**config.mk**
```make
export PLATFORM = sky130hd
export DESIGN_NAME = led_mode_sequencer_unit
export DESIGN_NICKNAME = d
export VERILOG_FILES = /design/src/lms_pkg.sv /design/src/led_mode_sequencer_unit.sv
export SDC_FILE = /design/constraint.sdc
export NUM_CORES = 1
export LEC_CHECK = 0
export BUFFER_PORTS_ARGS = -buffer_cell sky130_fd_sc_hd__clkbuf_2
export CORE_ASPECT_RATIO = 2
export CORE_MARGIN = 1.5
export CORE_UTILIZATION = 50
export CTS_CLUSTER_SIZE = 20
export DETAILED_ROUTE_END_ITERATION = 8
export GPL_TIMING_DRIVEN = 0
export PLACE_DENSITY = 0.76
export SLEW_MARGIN = 30
export SYNTH_ARGS = -nofsm -noshare
export SYNTH_HDL_FRONTEND = slang
export SYNTH_SLANG_ARGS = --single-unit
```
**constraint.sdc**
```tcl
create_clock -name clk -period 11.2 [get_ports clk]
set_clock_uncertainty 0.15 [all_clocks]
set_input_delay 0 -clock clk [delete_from_list [all_inputs] [get_ports clk]]
set_output_delay 0 -clock clk [all_outputs]
set_load 0.03 [all_outputs]
```
**src/lms_pkg.sv**
```systemverilog
// LED mode sequencer package: mode and item kind codes, register indexes,
// register reset values and timing constants.
// No dependencies.
`timescale 1ns / 1ps

package lms_pkg;

  typedef enum logic [1:0] {
    MODE_OFF   = 2'd0,
    MODE_BLINK = 2'd1,
    MODE_FIXED = 2'd2,
    MODE_FADE  = 2'd3
  } mode_t;

  typedef enum logic [1:0] {
    KIND_TICK  = 2'd0,
    KIND_MODE  = 2'd1,
    KIND_LEVEL = 2'd2,
    KIND_NONE  = 2'd3
  } kind_t;

  typedef enum logic [2:0] {
    REG_HALF_PERIOD = 3'd0,
    REG_REPEATS     = 3'd1,
    REG_CEILING     = 3'd2,
    REG_FLOOR       = 3'd3,
    REG_FALLBACK    = 3'd4
  } reg_index_t;

  localparam int unsigned CFG_W = 16;

  localparam logic [7:0]  LOOP_PERIOD_MS   = 8'd10;
  localparam logic [7:0]  FADE_STEP        = 8'd7;
  localparam logic [31:0] ELAPSED_MAX      = 32'hFFFF_FFFF;

  localparam logic [15:0] HALF_PERIOD_RST  = 16'd250;
  localparam logic [7:0]  REPEATS_RST      = 8'd5;
  localparam logic [7:0]  CEILING_RST      = 8'd255;
  localparam logic [7:0]  FLOOR_RST        = 8'd0;
  localparam logic [7:0]  LEVEL_RST        = 8'd255;

  typedef struct packed {
    logic       led_on;
    logic [7:0] brightness;
    mode_t      mode;
  } result_t;

endpackage

```
**src/led_mode_sequencer_unit.sv**
```systemverilog
// LED mode sequencer top level: tick, mode request and brightness items in,
// one status item out per input item. Uses lms_pkg.
`timescale 1ns / 1ps

// Channel   Dir  Handshake          Payload
// s_*       in   s_tvalid/s_tready  tuser: kind; tdata: mode_value, brightness_value
// m_*       out  m_tvalid/m_tready  tdata: led_on, brightness, mode
// cfg_*     in   cfg_wr_en          cfg_index, cfg_data
//
// One item per cycle while s_tready is high; its result is registered in m_tdata, or in
// the skid register while the sink stalls. A two-entry output stage (result register and
// skid register) lets input run while the sink stalls. A write to the half period register
// starts a one-bit-per-cycle division of the time in mode; s_tready is low meanwhile.
// Reset is synchronous; no clearing pass follows it.

module led_mode_sequencer_unit (
  input  logic                     clk,
  input  logic                     rst,
  input  logic                     s_tvalid,
  output logic                     s_tready,
  input  logic [15:0]              s_tdata,   // [1:0] mode_value, [9:2] brightness_value
  input  logic [1:0]               s_tuser,   // [1:0] kind
  output logic                     m_tvalid,
  input  logic                     m_tready,
  output logic [15:0]              m_tdata,   // [0] led_on, [8:1] brightness, [10:9] mode
  input  logic                     cfg_wr_en,
  input  logic [2:0]               cfg_index,
  input  logic [lms_pkg::CFG_W-1:0] cfg_data
);

  logic [15:0]   half_period;
  logic [7:0]    repeats;
  logic [7:0]    ceiling;
  logic [7:0]    floor_level;
  lms_pkg::mode_t fallback;

  lms_pkg::mode_t current_mode, current_mode_next;
  lms_pkg::mode_t wanted_mode, wanted_mode_next;
  logic [31:0]   elapsed, elapsed_next;
  logic [7:0]    loop_divider, loop_divider_next;
  logic          lamp_on, lamp_on_next;
  logic [7:0]    level, level_next;
  logic          fading_up, fading_up_next;
  logic [15:0]   phase_rem, phase_rem_next;
  logic          phase_odd, phase_odd_next;

  logic          div_busy;
  logic [4:0]    div_count;
  logic [31:0]   div_dvd;
  logic [15:0]   div_rem;
  logic [16:0]   div_shift;
  logic          div_ge;
  logic [16:0]   div_rem_next;

  lms_pkg::result_t out_data, skid_data, new_data;
  logic          skid_valid;

  logic          accept;
  logic          out_free;
  logic [15:0]   half_eff;
  logic [23:0]   blink_total;
  logic [16:0]   rem_inc;
  logic [8:0]    fade_val;
  lms_pkg::mode_t eval_mode;

  assign half_eff    = (half_period == 16'd0) ? 16'd1 : half_period;
  assign blink_total = {16'd0, repeats} * {8'd0, half_period};
  assign accept      = s_tvalid && s_tready;
  assign out_free    = !m_tvalid || m_tready;
  assign s_tready    = !skid_valid && !div_busy;

  assign m_tdata = {5'd0, out_data.mode, out_data.brightness, out_data.led_on};

  // configuration registers
  always_ff @(posedge clk) begin
    if (rst) begin
      half_period <= lms_pkg::HALF_PERIOD_RST;
      repeats     <= lms_pkg::REPEATS_RST;
      ceiling     <= lms_pkg::CEILING_RST;
      floor_level <= lms_pkg::FLOOR_RST;
      fallback    <= lms_pkg::MODE_OFF;
    end else if (cfg_wr_en) begin
      unique case (cfg_index)
        lms_pkg::REG_HALF_PERIOD: half_period <= cfg_data[15:0];
        lms_pkg::REG_REPEATS:     repeats     <= cfg_data[7:0];
        lms_pkg::REG_CEILING:     ceiling     <= cfg_data[7:0];
        lms_pkg::REG_FLOOR:       floor_level <= cfg_data[7:0];
        lms_pkg::REG_FALLBACK:    fallback    <= lms_pkg::mode_t'(cfg_data[1:0]);
        default: ;
      endcase
    end
  end

  // restoring division step: rebuild half period phase after a period change
  assign div_shift    = {div_rem, div_dvd[31]};
  assign div_ge       = div_shift >= {1'b0, half_eff};
  assign div_rem_next = div_ge ? (div_shift - {1'b0, half_eff}) : div_shift;

  always_ff @(posedge clk) begin
    if (rst) begin
      div_busy  <= 1'b0;
      div_count <= 5'd0;
    end else if (cfg_wr_en && (cfg_index == lms_pkg::REG_HALF_PERIOD)) begin
      div_busy  <= 1'b1;
      div_count <= 5'd0;
    end else if (div_busy) begin
      div_count <= div_count + 5'd1;
      if (div_count == 5'd31) begin
        div_busy <= 1'b0;
      end
    end
  end

  always_ff @(posedge clk) begin
    if (cfg_wr_en && (cfg_index == lms_pkg::REG_HALF_PERIOD)) begin
      div_dvd <= elapsed;
      div_rem <= 16'd0;
    end else if (div_busy) begin
      div_dvd <= {div_dvd[30:0], div_ge};
      div_rem <= div_rem_next[15:0];
    end
  end

  // item processing
  always_comb begin
    current_mode_next = current_mode;
    wanted_mode_next  = wanted_mode;
    elapsed_next      = elapsed;
    loop_divider_next = loop_divider;
    lamp_on_next      = lamp_on;
    level_next        = level;
    fading_up_next    = fading_up;
    phase_rem_next    = phase_rem;
    phase_odd_next    = phase_odd;
    eval_mode         = current_mode;
    fade_val          = {1'b0, level};
    rem_inc           = {1'b0, phase_rem} + 17'd1;

    unique case (lms_pkg::kind_t'(s_tuser))
      lms_pkg::KIND_TICK: begin
        if (elapsed != lms_pkg::ELAPSED_MAX) begin
          elapsed_next = elapsed + 32'd1;
          if (rem_inc == {1'b0, half_eff}) begin
            phase_rem_next = 16'd0;
            phase_odd_next = !phase_odd;
          end else begin
            phase_rem_next = rem_inc[15:0];
          end
        end
        loop_divider_next = loop_divider + 8'd1;
        if (loop_divider_next >= lms_pkg::LOOP_PERIOD_MS) begin
          loop_divider_next = 8'd0;
          unique case (current_mode)
            lms_pkg::MODE_OFF: begin
              lamp_on_next = 1'b0;
              eval_mode    = wanted_mode;
            end
            lms_pkg::MODE_BLINK: begin
              if (elapsed_next > {8'd0, blink_total}) begin
                wanted_mode_next = fallback;
                lamp_on_next     = 1'b0;
                eval_mode        = lms_pkg::MODE_OFF;
              end else begin
                lamp_on_next = !phase_odd_next;
                eval_mode    = lms_pkg::MODE_BLINK;
              end
            end
            lms_pkg::MODE_FIXED: begin
              lamp_on_next = 1'b1;
              eval_mode    = wanted_mode;
            end
            lms_pkg::MODE_FADE: begin
              if (fading_up) begin
                if (level < ceiling) begin
                  fade_val = {1'b0, level} + {1'b0, lms_pkg::FADE_STEP};
                end else begin
                  fading_up_next = 1'b0;
                end
              end else begin
                if (level > floor_level) begin
                  fade_val = (level >= lms_pkg::FADE_STEP) ?
                             {1'b0, level - lms_pkg::FADE_STEP} : 9'd0;
                end else begin
                  fading_up_next = 1'b1;
                end
              end
              if (fade_val > {1'b0, ceiling}) begin
                fade_val = {1'b0, ceiling};
              end
              if (fade_val < {1'b0, floor_level}) begin
                fade_val = {1'b0, floor_level};
              end
              level_next   = fade_val[7:0];
              lamp_on_next = 1'b1;
              eval_mode    = wanted_mode;
            end
            default: ;
          endcase
          if (eval_mode != current_mode) begin
            current_mode_next = eval_mode;
            elapsed_next      = 32'd0;
            phase_rem_next    = 16'd0;
            phase_odd_next    = 1'b0;
          end
        end
      end
      lms_pkg::KIND_MODE:  wanted_mode_next = lms_pkg::mode_t'(s_tdata[1:0]);
      lms_pkg::KIND_LEVEL: level_next = s_tdata[9:2];
      default: ;
    endcase

    new_data.led_on     = lamp_on_next;
    new_data.brightness = level_next;
    new_data.mode       = current_mode_next;
  end

  always_ff @(posedge clk) begin
    if (rst) begin
      current_mode <= lms_pkg::MODE_OFF;
      wanted_mode  <= lms_pkg::MODE_OFF;
      elapsed      <= 32'd0;
      loop_divider <= 8'd0;
      lamp_on      <= 1'b0;
      level        <= lms_pkg::LEVEL_RST;
      fading_up    <= 1'b1;
      phase_rem    <= 16'd0;
      phase_odd    <= 1'b0;
    end else if (accept) begin
      current_mode <= current_mode_next;
      wanted_mode  <= wanted_mode_next;
      elapsed      <= elapsed_next;
      loop_divider <= loop_divider_next;
      lamp_on      <= lamp_on_next;
      level        <= level_next;
      fading_up    <= fading_up_next;
      phase_rem    <= phase_rem_next;
      phase_odd    <= phase_odd_next;
    end else if (div_busy && (div_count == 5'd31)) begin
      phase_rem <= div_rem_next[15:0];
      phase_odd <= div_ge;
    end
  end

  // result register and skid register
  always_ff @(posedge clk) begin
    if (rst) begin
      m_tvalid   <= 1'b0;
      skid_valid <= 1'b0;
    end else if (out_free) begin
      if (skid_valid) begin
        m_tvalid   <= 1'b1;
        skid_valid <= 1'b0;
      end else begin
        m_tvalid <= accept;
      end
    end else if (accept) begin
      skid_valid <= 1'b1;
    end
  end

  always_ff @(posedge clk) begin
    if (out_free) begin
      if (skid_valid) begin
        out_data <= skid_data;
      end else if (accept) begin
        out_data <= new_data;
      end
    end else if (accept) begin
      skid_data <= new_data;
    end
  end

`ifndef SYNTH
  a_skid_behind_out: assert property (@(posedge clk) disable iff (rst)
    skid_valid |-> m_tvalid)
    else $error("skid register holds an item while result register is empty");

  a_no_take_while_dividing: assert property (@(posedge clk) disable iff (rst)
    div_busy |-> !s_tready)
    else $error("item taken during phase rebuild");

  a_mode_change_clears_time: assert property (@(posedge clk) disable iff (rst)
    (current_mode != $past(current_mode)) |-> (elapsed == 32'd0))
    else $error("mode changed without restarting time in mode");

  a_phase_in_range: assert property (@(posedge clk) disable iff (rst)
    !div_busy |-> (phase_rem < half_eff))
    else $error("half period phase out of range");
`endif

endmodule

```
Word-level counts from Yosys, hierarchy flattened
Cells that the tools add are included.
Word-level totals
  output and inout port bits: 18
  flip-flop bits (word level): 191
Operators by class
  bitwise gates (word level): 1
  $mul: 1
  $add $sub $neg: 7
  muxes and demuxes: 63
  reduce and logical (&&, ||, !) cells: 33
  order comparisons: 8
  eq/ne operators: 17
Operator list (number)
  two-way mux 32 bit: 6
  two-way mux 16 bit: 9
  two-way mux 9 bit: 9
  two-way mux 8 bit: 6
  adder 32 x 1 -> 32 bit, second input constant: 1
  > comparator 32 x 24 -> 1 bit: 1
  inequality test 32 bit, second input constant: 1
  multiplier 8 x 16 -> 24 bit: 1
  two-way mux 11 bit: 2
  two-way mux 1 bit: 19
  AND reduction 2 bit: 9
  adder 16 x 1 -> 17 bit, second input constant: 1
  equality test 17 x 16 -> 1 bit: 1
  >= comparator 17 x 16 -> 1 bit: 1
  logical NOT 16 bit: 1
  two-way mux 2 bit: 8
  case mux 8 bit (2 select lines): 1
  subtractor 16 bit: 1
  adder 8 x 3 -> 9 bit, second input constant: 1
  > comparator 9 x 8 -> 1 bit: 1
  less-than comparator 9 x 8 -> 1 bit: 1
  adder 8 x 1 -> 8 bit, second input constant: 1
  >= comparator 8 x 3 -> 1 bit, second input constant: 1
  >= comparator 8 x 4 -> 1 bit, second input constant: 1
  other kinds (26): 46

Logic depth before layout (Yosys ltp)
Gate-level depths: netlist (run 1).
  depth after elaboration: 19
  mapped depth: 33

Least setup slack after synthesis (run 1)
No wires, ideal clock.
  path type: reg-to-reg
  start: register repeats[6]
  end: register phase_rem[9]
  path buffers: 2
  arrival: 6.862 ns
  setup time: 0.125 ns
  data required time: 10.925 ns
  clock period less this slack: 7.138 ns
  cell stages (with the launch flop): 30
  setup slack: 4.062 ns
  cell sequence: dfxtp_1 > clkbuf_1 > and2_1 > fa_1 > fa_1 > fa_1 > inv_1 > fa_1 > inv_1 > ha_1 > or4_1 > o221a_2 > nor2_1 > a21oi_1 > a41oi_1 > a211oi_1 > a21o_1 > a21oi_1 > xnor2_1 > ha_1 > nand3_1 > nor3_1 > o31ai_1 > a22oi_1 > o21ai_2 > a21oi_2 > nor2_2 > buf_4 > a221oi_1 > nor3_1
Between the ends
  cells in the longest elaborated chain, start to end: 11
RTL lines
  from (decl): RTL line led_mode_sequencer_unit.sv:32  | logic [7:0] repeats;
  from (signal assigned): RTL line led_mode_sequencer_unit.sv:78  | repeats <= lms_pkg::REPEATS_RST;
  from (signal assigned): RTL line led_mode_sequencer_unit.sv:85  | lms_pkg::REG_REPEATS: repeats <= cfg_data[7:0];
  multiplier 8 x 16 -> 24 bit: RTL line led_mode_sequencer_unit.sv:67  | assign blink_total = {16'd0, repeats} * {8'd0, half_period};
  > comparator 32 x 24 -> 1 bit: RTL line led_mode_sequencer_unit.sv:159  | if (elapsed_next > {8'd0, blink_total}) begin
  two-way mux 1 bit: RTL line led_mode_sequencer_unit.sv:159
  case mux 2 bit (2 select lines): RTL line led_mode_sequencer_unit.sv:153  | unique case (current_mode)
  two-way mux 2 bit: RTL line led_mode_sequencer_unit.sv:151  | if (loop_divider_next >= lms_pkg::LOOP_PERIOD_MS) begin
  two-way mux 2 bit: RTL line led_mode_sequencer_unit.sv:139  | unique case (lms_pkg::kind_t'(s_tuser))
  inequality test 2 bit: RTL line led_mode_sequencer_unit.sv:199  | if (eval_mode != current_mode) begin
  two-way mux 16 bit: RTL line led_mode_sequencer_unit.sv:199
  two-way mux 16 bit: RTL line led_mode_sequencer_unit.sv:151
  two-way mux 16 bit: RTL line led_mode_sequencer_unit.sv:139
  two-way mux 16 bit: RTL line led_mode_sequencer_unit.sv:228  | end else if (accept) begin
  to (signal assigned): RTL line led_mode_sequencer_unit.sv:236  | phase_rem <= phase_rem_next;
  to (signal assigned): RTL line led_mode_sequencer_unit.sv:239  | phase_rem <= div_rem_next[15:0];
  to (decl): RTL line led_mode_sequencer_unit.sv:44  | logic [15:0] phase_rem, phase_rem_next;
No other way between the ends. The select of a mux whose other input is x is not followed.
A chain may end at the register's enable or synchronous reset.

Worst setup path in the final report (run 1)
  start: register repeats[7]
  end: register elapsed[17]
Between the ends
  cells in the longest elaborated chain, start to end: 9
RTL lines
  multiplier 8 x 16 -> 24 bit: RTL line led_mode_sequencer_unit.sv:67
  > comparator 32 x 24 -> 1 bit: RTL line led_mode_sequencer_unit.sv:159
  two-way mux 1 bit: RTL line led_mode_sequencer_unit.sv:159
  case mux 2 bit (2 select lines): RTL line led_mode_sequencer_unit.sv:153
  two-way mux 2 bit: RTL line led_mode_sequencer_unit.sv:151
  two-way mux 2 bit: RTL line led_mode_sequencer_unit.sv:139
  inequality test 2 bit: RTL line led_mode_sequencer_unit.sv:199
  two-way mux 32 bit: RTL line led_mode_sequencer_unit.sv:199
  two-way mux 32 bit: RTL line led_mode_sequencer_unit.sv:151
  to (signal assigned): RTL line led_mode_sequencer_unit.sv:231  | elapsed <= elapsed_next;
  to (decl): RTL line led_mode_sequencer_unit.sv:39  | logic [31:0] elapsed, elapsed_next;
No other way between the ends. The select of a mux whose other input is x is not followed.

==> impl_metrics.tcl, run 1 <==
set metrics [dict create \
    status "finished, final reports clean" \
    final_area_sq_um 18070 \
    period_needed_ps 9226 \
    die_area_sq_um 33790 \
    timing.final.crit_share 0.8238 \
    endpoint_kind "flip-flop" \
    fin_tns_setup_ps 0 \
    max-cap-violations 0 \
    io_buffers 46 \
    finalNonFillerCells 2541 \
    synth-adder-area-share 0.1979 \
    setup_ws_ps 1974 \
    cts_tree "built" \
    vias_per_cell 6.060 \
    cts.reportedPaths.clkPinSlew_ps 80 \
    num-nets-final 2350 \
    worstSetupPathType "reg2reg" \
    core_region_area_sq_um 32120 \
    grt_pass1_wl_microns 84350 \
    synth_xor_xnor_area_share 0.04563 \
    yosys_warnings 0 \
    async_reset_ff_frac 0 \
    grt_overflow 0 \
    routed_wirelength_microns 55090 \
    grt_pass1_vias 15540 \
    holdWs_ps 21.07 \
    power_leakage_uw 0.007726 \
    syn_to_final_growth_pct 10.78 \
    cts.sinks 191 \
    hold_path_depth 4 \
    powerDensity_nw_per_um2 127.5 \
    yosysSeqAreaShare 0.2675 \
    synth_edf_count 54 \
    drcViolationCount 0 \
    tightestPinTransition_ps 1112 \
    dpl.cell_count 2474 \
    relSlewSlack 0.2549 \
    syn_area_sq_um 16310 \
    synth_top_family_by_area "simple AND/OR/NAND/NOR gates" \
    drt_pass1_iterations 6 \
    layout-drive-gt1-share 0.07096 \
    crit_fanout 10 \
    start_util 0.5080 \
    synth_top_area_cell "dfxtp_1" \
    irDropWorstVdd_v 0.0001350 \
    cp.arrival_ps 9420 \
    crit_top_cell "fa_1" \
    ctsRootBufferMaster "clkbuf_16" \
    routedWlPerCell_microns 21.68 \
    io_pins 60 \
    cpPeakStageDelay_ps 640 \
    final_antenna_net_count 0 \
    synthFlopType "dfxtp_1" \
    drtIter0Drc 950 \
    groute.usage.overall 0.3381 \
    die_h_microns 258.5 \
    die_width_microns 130.7 \
    rr_worst_depth 30 \
    clock_path_buffers 2 \
    synth-seq-cells 191 \
    crit_slowest_cell "a22oi_1" \
    syn_avg_cell_area_sq_um 8.169 \
    num_rows 93 \
    cts_max_level 4 \
    slew_violations 0 \
    antenna_found_initial 1 \
    synth_top_area_share 0.1681 \
    grt_max_degree 33 \
    clk-insertion-delay-late_ps 480 \
    setup-violations-final 0 \
    start_kind "flip-flop" \
    preCtsSetupSlack_ps 2248 \
    synth_compound_area_frac 0.1507 \
    vias 15400 \
    worstPathRequired_ps 11390 \
    place_hpwl_microns 41650 \
    num_antenna_cells 0 \
    gp_congestion 0.9715 \
    hold_viol_final 0 \
    final_cell_mix "284 x nand2_1, 154 x inv_1, 151 x nor2_1, 137 x dfxtp_1, 131 x a21oi_1" \
    synth_cell_types 82 \
    placed_area_sq_um 17100 \
    hp-class "in2reg" \
    netlist_instances 1997 \
    synthMuxAreaShare 0.02792 \
    cts_buffers 17 \
    fmax_mhz 108.4 \
    synthTopCellsByArea "dfxtp_1 17%, fa_1 10%, edfxtp_1 9.9%" \
    layout_commonest_cell "nand2_1" \
    rsz0062_at_grt "false" \
    post_synth_and_or_nand_nor_area_fraction 0.2440 \
]
synth_stat cells (5+ instances only):
library cell  instances
a211o_1              10
a211oi_1             16
a21o_1               19
a21oi_1             131
a221oi_1              8
a22oi_1               6
a2bb2oi_1             7
a31oi_1              12
and2_1              108
and3_1               23
and4_1                7
buf_1                 5
buf_2                10
buf_4                 9
clkbuf_1             97
dfxtp_1             137
edfxtp_1             54
fa_1                 85
ha_1                122
inv_1               154
mux2_2               20
mux2i_1              23
nand2_1             285
nand2b_1             20
nand3_1              43
nand3b_1             20
nand4_1              27
nor2_1              152
nor2b_1              19
nor3_1               61
nor3b_1              11
nor4_1               11
o211ai_1              8
o21ai_0              86
o311a_1               5
o31ai_1              11
or3_1                13
xnor2_1              56
xor2_1               29
worst max-delay path: cells and delay by family, from the launching register on:
family                   cells  cell delay, ps
AO/OA/AOI/OAI               12            3510
adder cells (fa/ha/maj)      6            2730
buffers and inverters        5            1160
AND/OR/NAND/NOR              6             850
flip-flops                   1             540
XOR/XNOR                     1             150
flip-flops by register name, summed over array words and instances, names as in the netlist, 11 cells and up:
name	flops
skid_data	11
half_period	16
phase_rem	16
div_dvd	32
elapsed	32
m_tdata	11
div_rem	16
through the flow:
stage / utilization / total power [uW]
after floorplan: - / 1378
after global placement: 0.5323 / 1581
after detailed placement: 0.5323 / 1606
after CTS: 0.5618 / 2246
after global routing: 0.5627 / 2406
final: 0.5627 / 2304
cell families after synthesis:
family,Yosys count
AOI/OAI and AO/OA,380
xor gates and xnor gates,85
adders and majority gates,207
buffers and inverters,275
DFF,191
muxes,43
other,1
and+or+nand+nor,815
power by group:
group / internal, uW / switching, uW
sequential: 757 / 42.7
clock: 305 / 333
combinational: 315 / 550
final cells by class:
class,count,area [sq um]
clock inverter,15,180.2
multi-input combinational,1535,10910
timing repair buffer,81,581.8
tap,427,534.3
inverter,154,578.1
sequential,191,4364
clock buffer,17,425.4
buffer,121,503.0
fill,2960,14040
per-layer routing:
layer,share of wire,vias to the layer above,global-route usage,wire length (microns)
met5,0,-,0,0
met2,0.51,682,0.5778,27960
met1,0.31,7380,0.3051,17100
li1,-,7033,-,-
met3,0.073,304,0.1001,4028
met4,0.11,0,0.3342,5996
timing repair:
| action | in CTS | in global routing |
|---|---|---|
| resized for setup | 0 | 0 |
| hold endpoints to repair | 59 | 0 |
| endpoints found under the setup margin | 0 | 0 |
| buffers inserted | 0 | 0 |
| hold buffers | 34 | 0 |
final timing paths:
kind                         end  slack, ps            from
hold / removal          level[1]         20        s_tvalid
setup / recovery     elapsed[17]       1970      repeats[7]
hold reg to reg   floor_level[6]        310  floor_level[6]
setup reg to reg     elapsed[17]       1970      repeats[7]
Note: power is estimated with default switching activity, not from simulation.
==> run 2, diff against run 1 <==
==> constraint.sdc (replaced) <==
create_clock -name clk -period 8.71 [get_ports clk]
set_clock_uncertainty 0.15 [all_clocks]
set_input_delay 0 -clock clk [delete_from_list [all_inputs] [get_ports clk]]
set_output_delay 0 -clock clk [all_outputs]
set_load 0.03 [all_outputs]
==> run 2 against run 1 <==
Compared with the run above:
- sequential share of layout area decreased by 0.070 points
- non-clock buffer count rose by 2
- routed wire length shrank 0.56%
- via count is 0.28% higher
- critical path type unchanged
- largest power group unchanged
- count of clock-buffer cells in the layout is the same
- final cell count is essentially flat
- register-to-register slack got worse by 1700 ps
==> impl_metrics.tcl, run 2 (same netlist as run 1, synthesis figures left out) <==
set metrics [dict create \
    worstPathRequired_ps 8950 \
    vias_per_cell 6.072 \
    fmax_mhz 118.7 \
    crit_fanout 10 \
    routedWlPerCell_microns 21.54 \
    crit_slowest_cell "or4_1" \
    hp-class "in2reg" \
    final_core_util 0.5644 \
    die_h_microns 258.5 \
    max-cap-violations 0 \
    cts_tree "built" \
    routed_wirelength_microns 54780 \
    status "finished, final reports clean" \
    drt_pass1_iterations 6 \
    io_buffers 46 \
    vias 15440 \
    cpPeakStageDelay_ps 590 \
    holdWs_ps 23.28 \
    gp_congestion 0.9715 \
    clock_path_buffers 2 \
    crit_top_cell "fa_1" \
    wl_met2_microns 27910 \
    slew_violations 0 \
    tightestPinTransition_ps 1038 \
    grt_pass1_wl_microns 84550 \
    multi_input_area_sq_um 10930 \
    power_leakage_uw 0.007778 \
    period_needed_ps 8427 \
    cts_max_level 4 \
    finalNonFillerCells 2543 \
    final_antenna_net_count 0 \
    endpoint_kind "flip-flop" \
    final_cell_mix "284 x nand2_1, 154 x inv_1, 151 x nor2_1, 137 x dfxtp_1, 131 x a21oi_1" \
    irDropWorstVdd_v 0.0001721 \
    fillers 2959 \
    dpl.cell_count 2474 \
    num_antenna_cells 0 \
    drcViolationCount 0 \
    ctsRootBufferMaster "clkbuf_16" \
    relSlewSlack 0.3081 \
    hold_viol_final 0 \
    start_util 0.5080 \
    setup-violations-final 0 \
    cts_buffers 17 \
    syn_to_final_growth_pct 11.10 \
    grt_max_degree 33 \
    num-nets-final 2352 \
    grt_pass1_vias 15530 \
    cts.sinks 191 \
    worstSetupPathType "reg2reg" \
    core_region_area_sq_um 32120 \
    num_rows 93 \
    timing.final.crit_share 0.9675 \
    antenna_found_initial 2 \
    grt_overflow 0 \
    die_area_sq_um 33790 \
    io_pins 60 \
    dr_wl_met3_microns 3923 \
    groute.usage.overall 0.3388 \
    place_hpwl_microns 41650 \
    start_kind "flip-flop" \
    top_regs "div_dvd: 32 flops, elapsed: 32 flops" \
    cp.arrival_ps 8660 \
    powerDensity_nw_per_um2 162.8 \
    cts.reportedPaths.clkPinSlew_ps 80 \
    layout_commonest_cell "nand2_1" \
    clk-insertion-delay-late_ps 480 \
    die_width_microns 130.7 \
    wirelength_met1_microns 16830 \
    drtIter0Drc 996 \
    maxUsedRoutingLayer "met4" \
    regArea_sq_um 4364 \
    layout-drive-gt1-share 0.07845 \
]
==> run 2: worst paths after layout <==
kind / end / cells past startpoint / startpoint / slack (ps)
max: phase_rem[9] / 29 / half_period[2] / 280
min: level[1] / 4 / s_tvalid / 20
max reg2reg: phase_rem[9] / 29 / half_period[2] / 280
min reg2reg: floor_level[6] / 2 / floor_level[6] / 310
==> run 2: repair_timing <==
action,in CTS,in global routing
endpoints found under the setup margin,44,53
resized for setup,4,20
buffers inserted,0,2
endpoints found under the hold margin,59,0
hold buffers,34,0
pin swaps,0,2
==> run 2: cell type report <==
| class | count | area share |
|---|---|---|
| tap | 427 | 0.02948 |
| timing repair buffer | 83 | 0.03272 |
| clock buffer | 17 | 0.02347 |
| sequential | 191 | 0.2408 |
| clock inverter | 15 | 0.009941 |
| buffer | 121 | 0.02851 |
| multi-input combinational | 1535 | 0.6032 |
| inverter | 154 | 0.03189 |
==> run 2: worst max-delay path: cells and delay by family (launching register included) <==
family | cells | cell delay (ps)
adders and majority gates | 6 | 2590
and+or+nand+nor | 7 | 1720
DFF | 1 | 440
buffers and inverters | 4 | 900
xor gates and xnor gates | 1 | 140
AOI/OAI and AO/OA | 11 | 2410
==> run 2: stage by stage <==
| stage | setup slack (ps) | cell area [sq um] | power (uW) | TNS (ps) |
|---|---|---|---|---|
| floorplan | 1572 | 16330 | 1772 | 0 |
| global placement | -135.0 | 17090 | 2033 | -1503 |
| detailed placement | -241.6 | 17100 | 2066 | -5199 |
| CTS | 50.84 | 18050 | 2888 | 0 |
| global route | -2.441 | 18120 | 3089 | -2.441 |
| finish | 282.7 | 18120 | 2951 | 0 |
==> run 2: power breakdown <==
| part | total, uW | switching, uW | internal [uW] |
|---|---|---|---|
| combinational | 1100 | 698 | 405 |
| sequential | 1030 | 54.4 | 974 |
| clock | 819 | 426 | 393 |
| total | 2950 | 1180 | 1770 |
==> run 2: routing by layer <==
layer,track usage,vias up
met2,0.5789,683
met1,0.3049,7400
met4,0.3318,0
met5,0,-
met3,0.1036,321
li1,-,7038
==> run 3, diff against run 2 <==
--- a/config.mk
+++ b/config.mk
@@ -6,13 +6,14 @@
 export NUM_CORES = 1
 export LEC_CHECK = 0
 export BUFFER_PORTS_ARGS = -buffer_cell sky130_fd_sc_hd__clkbuf_2
+export CAP_MARGIN = 20
 export CORE_ASPECT_RATIO = 2
 export CORE_MARGIN = 1.5
-export CORE_UTILIZATION = 50
+export CORE_UTILIZATION = 60
 export CTS_CLUSTER_SIZE = 20
 export DETAILED_ROUTE_END_ITERATION = 8
 export GPL_TIMING_DRIVEN = 0
-export PLACE_DENSITY = 0.76
+export PLACE_DENSITY = 0.87
 export SLEW_MARGIN = 30
 export SYNTH_ARGS = -nofsm -noshare
 export SYNTH_HDL_FRONTEND = slang
==> run 3 against run 2 <==
Compared with the run above:
- core utilization increased by 11 points
- power decreased by 1.2%
- combinational power decreased by 5%
- clock power increased by 1%
- die area decreased by 16%
- critical path type unchanged
- count of clock-buffer cells in the layout unchanged
- first-iteration DRC count increased by 11%
- register-to-register slack improved by 70 ps
- fmax increased by 0.85%
- routed wire length decreased by 2.0%
==> impl_metrics.tcl, run 3 (same netlist as run 1, synthesis figures left out) <==
set metrics [dict create \
    regArea_sq_um 4364 \
    fillers 2222 \
    p_sw_frac 0.3860 \
    placed_area_sq_um 17000 \
    antenna_found_initial 0 \
    setup_ws_ps 354.1 \
    min-delay-start "s_tvalid" \
    core_region_area_sq_um 26800 \
    num_rows 85 \
    intPower_uw 1790 \
    ctsRootBufferMaster "clkbuf_16" \
    reg2reg_to "elapsed[29]" \
    hp-class "in2reg" \
    vias_per_cell 6.279 \
    hold_path_depth 4 \
    clk-insertion-delay-late_ps 480 \
    io_pins 60 \
    routed_wirelength_microns 53680 \
    vias 15470 \
    place_hpwl_microns 41640 \
    grt_pass1_vias 15740 \
    drtIter0Drc 1107 \
    cts.sinks 191 \
    worstPathRequired_ps 8960 \
    gp_congestion 0.9667 \
    cts_tree "built" \
    p_comb_frac 0.362 \
    max-cap-violations 0 \
    die_width_microns 119.6 \
    fmax_mhz 119.7 \
    crit_fanout 10 \
    drcViolationCount 0 \
    multi_input_area_sq_um 10930 \
    final_area_sq_um 18020 \
    seqPwrFrac 0.353 \
    start_kind "flip-flop" \
    hold_viol_final 0 \
    die_area_sq_um 28250 \
    status "finished, final reports clean" \
    power.switching_uw 1126 \
    groute.usage.overall 0.3812 \
    grt_max_degree 33 \
    period_needed_ps 8356 \
    routedWlPerCell_microns 21.79 \
    endpoint_kind "flip-flop" \
    worstSetupPathType "reg2reg" \
    top_regs "div_dvd: 32 flops, elapsed: 32 flops" \
    cpPeakStageDelay_ps 560 \
    grt_overflow 0 \
    tightestPinTransition_ps 1038 \
    layout_commonest_cell "nand2_1" \
    pwr-share-clk 0.285 \
    final_cell_mix "284 x nand2_1, 154 x inv_1, 151 x nor2_1, 137 x dfxtp_1, 131 x a21oi_1" \
    num_antenna_cells 0 \
    preCtsSetupSlack_ps -283.7 \
    hold_end "level[1]" \
    powerDensity_nw_per_um2 161.8 \
    cts.reportedPaths.clkPinSlew_ps 80 \
    grt_pass1_wl_microns 81920 \
    cp.arrival_ps 8610 \
    crit_top_cell "fa_1" \
    clock_path_buffers 2 \
    timing.final.crit_share 0.9593 \
    start_util 0.6087 \
    relSlewSlack 0.3081 \
    cts_max_level 4 \
    layout-drive-gt1-share 0.07754 \
    irDropWorstVdd_v 0.0001479 \
    power_leakage_uw 0.007789 \
    syn_to_final_growth_pct 10.45 \
    num-nets-final 2351 \
    rr_startpoint "repeats[4]" \
    final_antenna_net_count 0 \
    setup-violations-final 0 \
    crit_slowest_cell "fa_1" \
    drt_pass1_iterations 6 \
    r2r_slack_ps 350 \
    slew_violations 0 \
    die_h_microns 236.2 \
    io_buffers 46 \
    rr_worst_depth 31 \
    cts_buffers 17 \
]
-- run 3: stage by stage --
stage	utilization	total power (uW)	instances	setup TNS [ps]	hold slack, ps
after floorplan	-	1772	2001	0	-32.16
after global placement	0.6341	2015	2395	-510.5	111.8
after detailed placement	0.6342	2047	2395	-5909	111.8
after CTS	0.6700	2876	2460	0	31.05
after global routing	0.6724	3033	2463	-146.1	80.02
final	0.6724	2916	2463	0	35.90
-- run 3: worst max path at each step --
stage / slack, ps / end / start / depth (start not counted)
2_1_floorplan: 1570 / phase_rem[9] / repeats[6] / 29
3_3_place_gp: -100 / elapsed[14] / repeats[6] / 29
3_5_place_dp: -280 / elapsed[14] / repeats[6] / 29
4_1_cts: 80 / phase_rem[9] / repeats[6] / 29
5_1_grt: -70 / elapsed[29] / half_period[1] / 32
6_report: 350 / elapsed[29] / repeats[4] / 31
-- run 3: timing repair --
action | CTS | global route
endpoints found under the setup margin | 43 | 50
setup buffers | 0 | 3
hold buffers | 33 | 0
gates resized for setup | 4 | 27
pin swaps | 0 | 2
endpoints found under the hold margin | 59 | 0
-- run 3: critical path, delay by kind of cell (launching register included) --
| family | cells | cell delay, ps |
|---|---|---|
| compound gates | 13 | 3020 |
| fa+ha+maj | 6 | 2660 |
| simple gates | 7 | 1260 |
| buf+inv | 4 | 530 |
| flops | 1 | 420 |
| xor+xnor | 1 | 220 |
-- run 3: layout make-up --
| type | count | share of cell area |
|---|---|---|
| tap | 348 | 0.02416 |
| buffer | 121 | 0.02868 |
| multi-input combinational | 1535 | 0.6065 |
| inverter | 154 | 0.03208 |
| timing repair buffer | 82 | 0.03236 |
| sequential | 191 | 0.2422 |
| clock inverter | 15 | 0.01042 |
| clock buffer | 17 | 0.02361 |
-- run 3: metal layers --
layer / vias up / track usage / wire (microns)
met4: 0 / 0.3799 / 6356
li1: 7045 / - / -
met2: 780 / 0.6850 / 27450
met1: 7282 / 0.3371 / 16500
met3: 358 / 0.08075 / 3365
met5: - / 0 / 0
-- run 3: power by group through the flow --
stage | logic (uW) | clock network, uW | registers, uW
global placement | 971 | 0 | 1040
detailed placement | 1000 | 0 | 1050
floorplan | 739 | 0 | 1030
CTS | 1020 | 830 | 1030
global route | 1140 | 855 | 1030
finish | 1050 | 831 | 1030
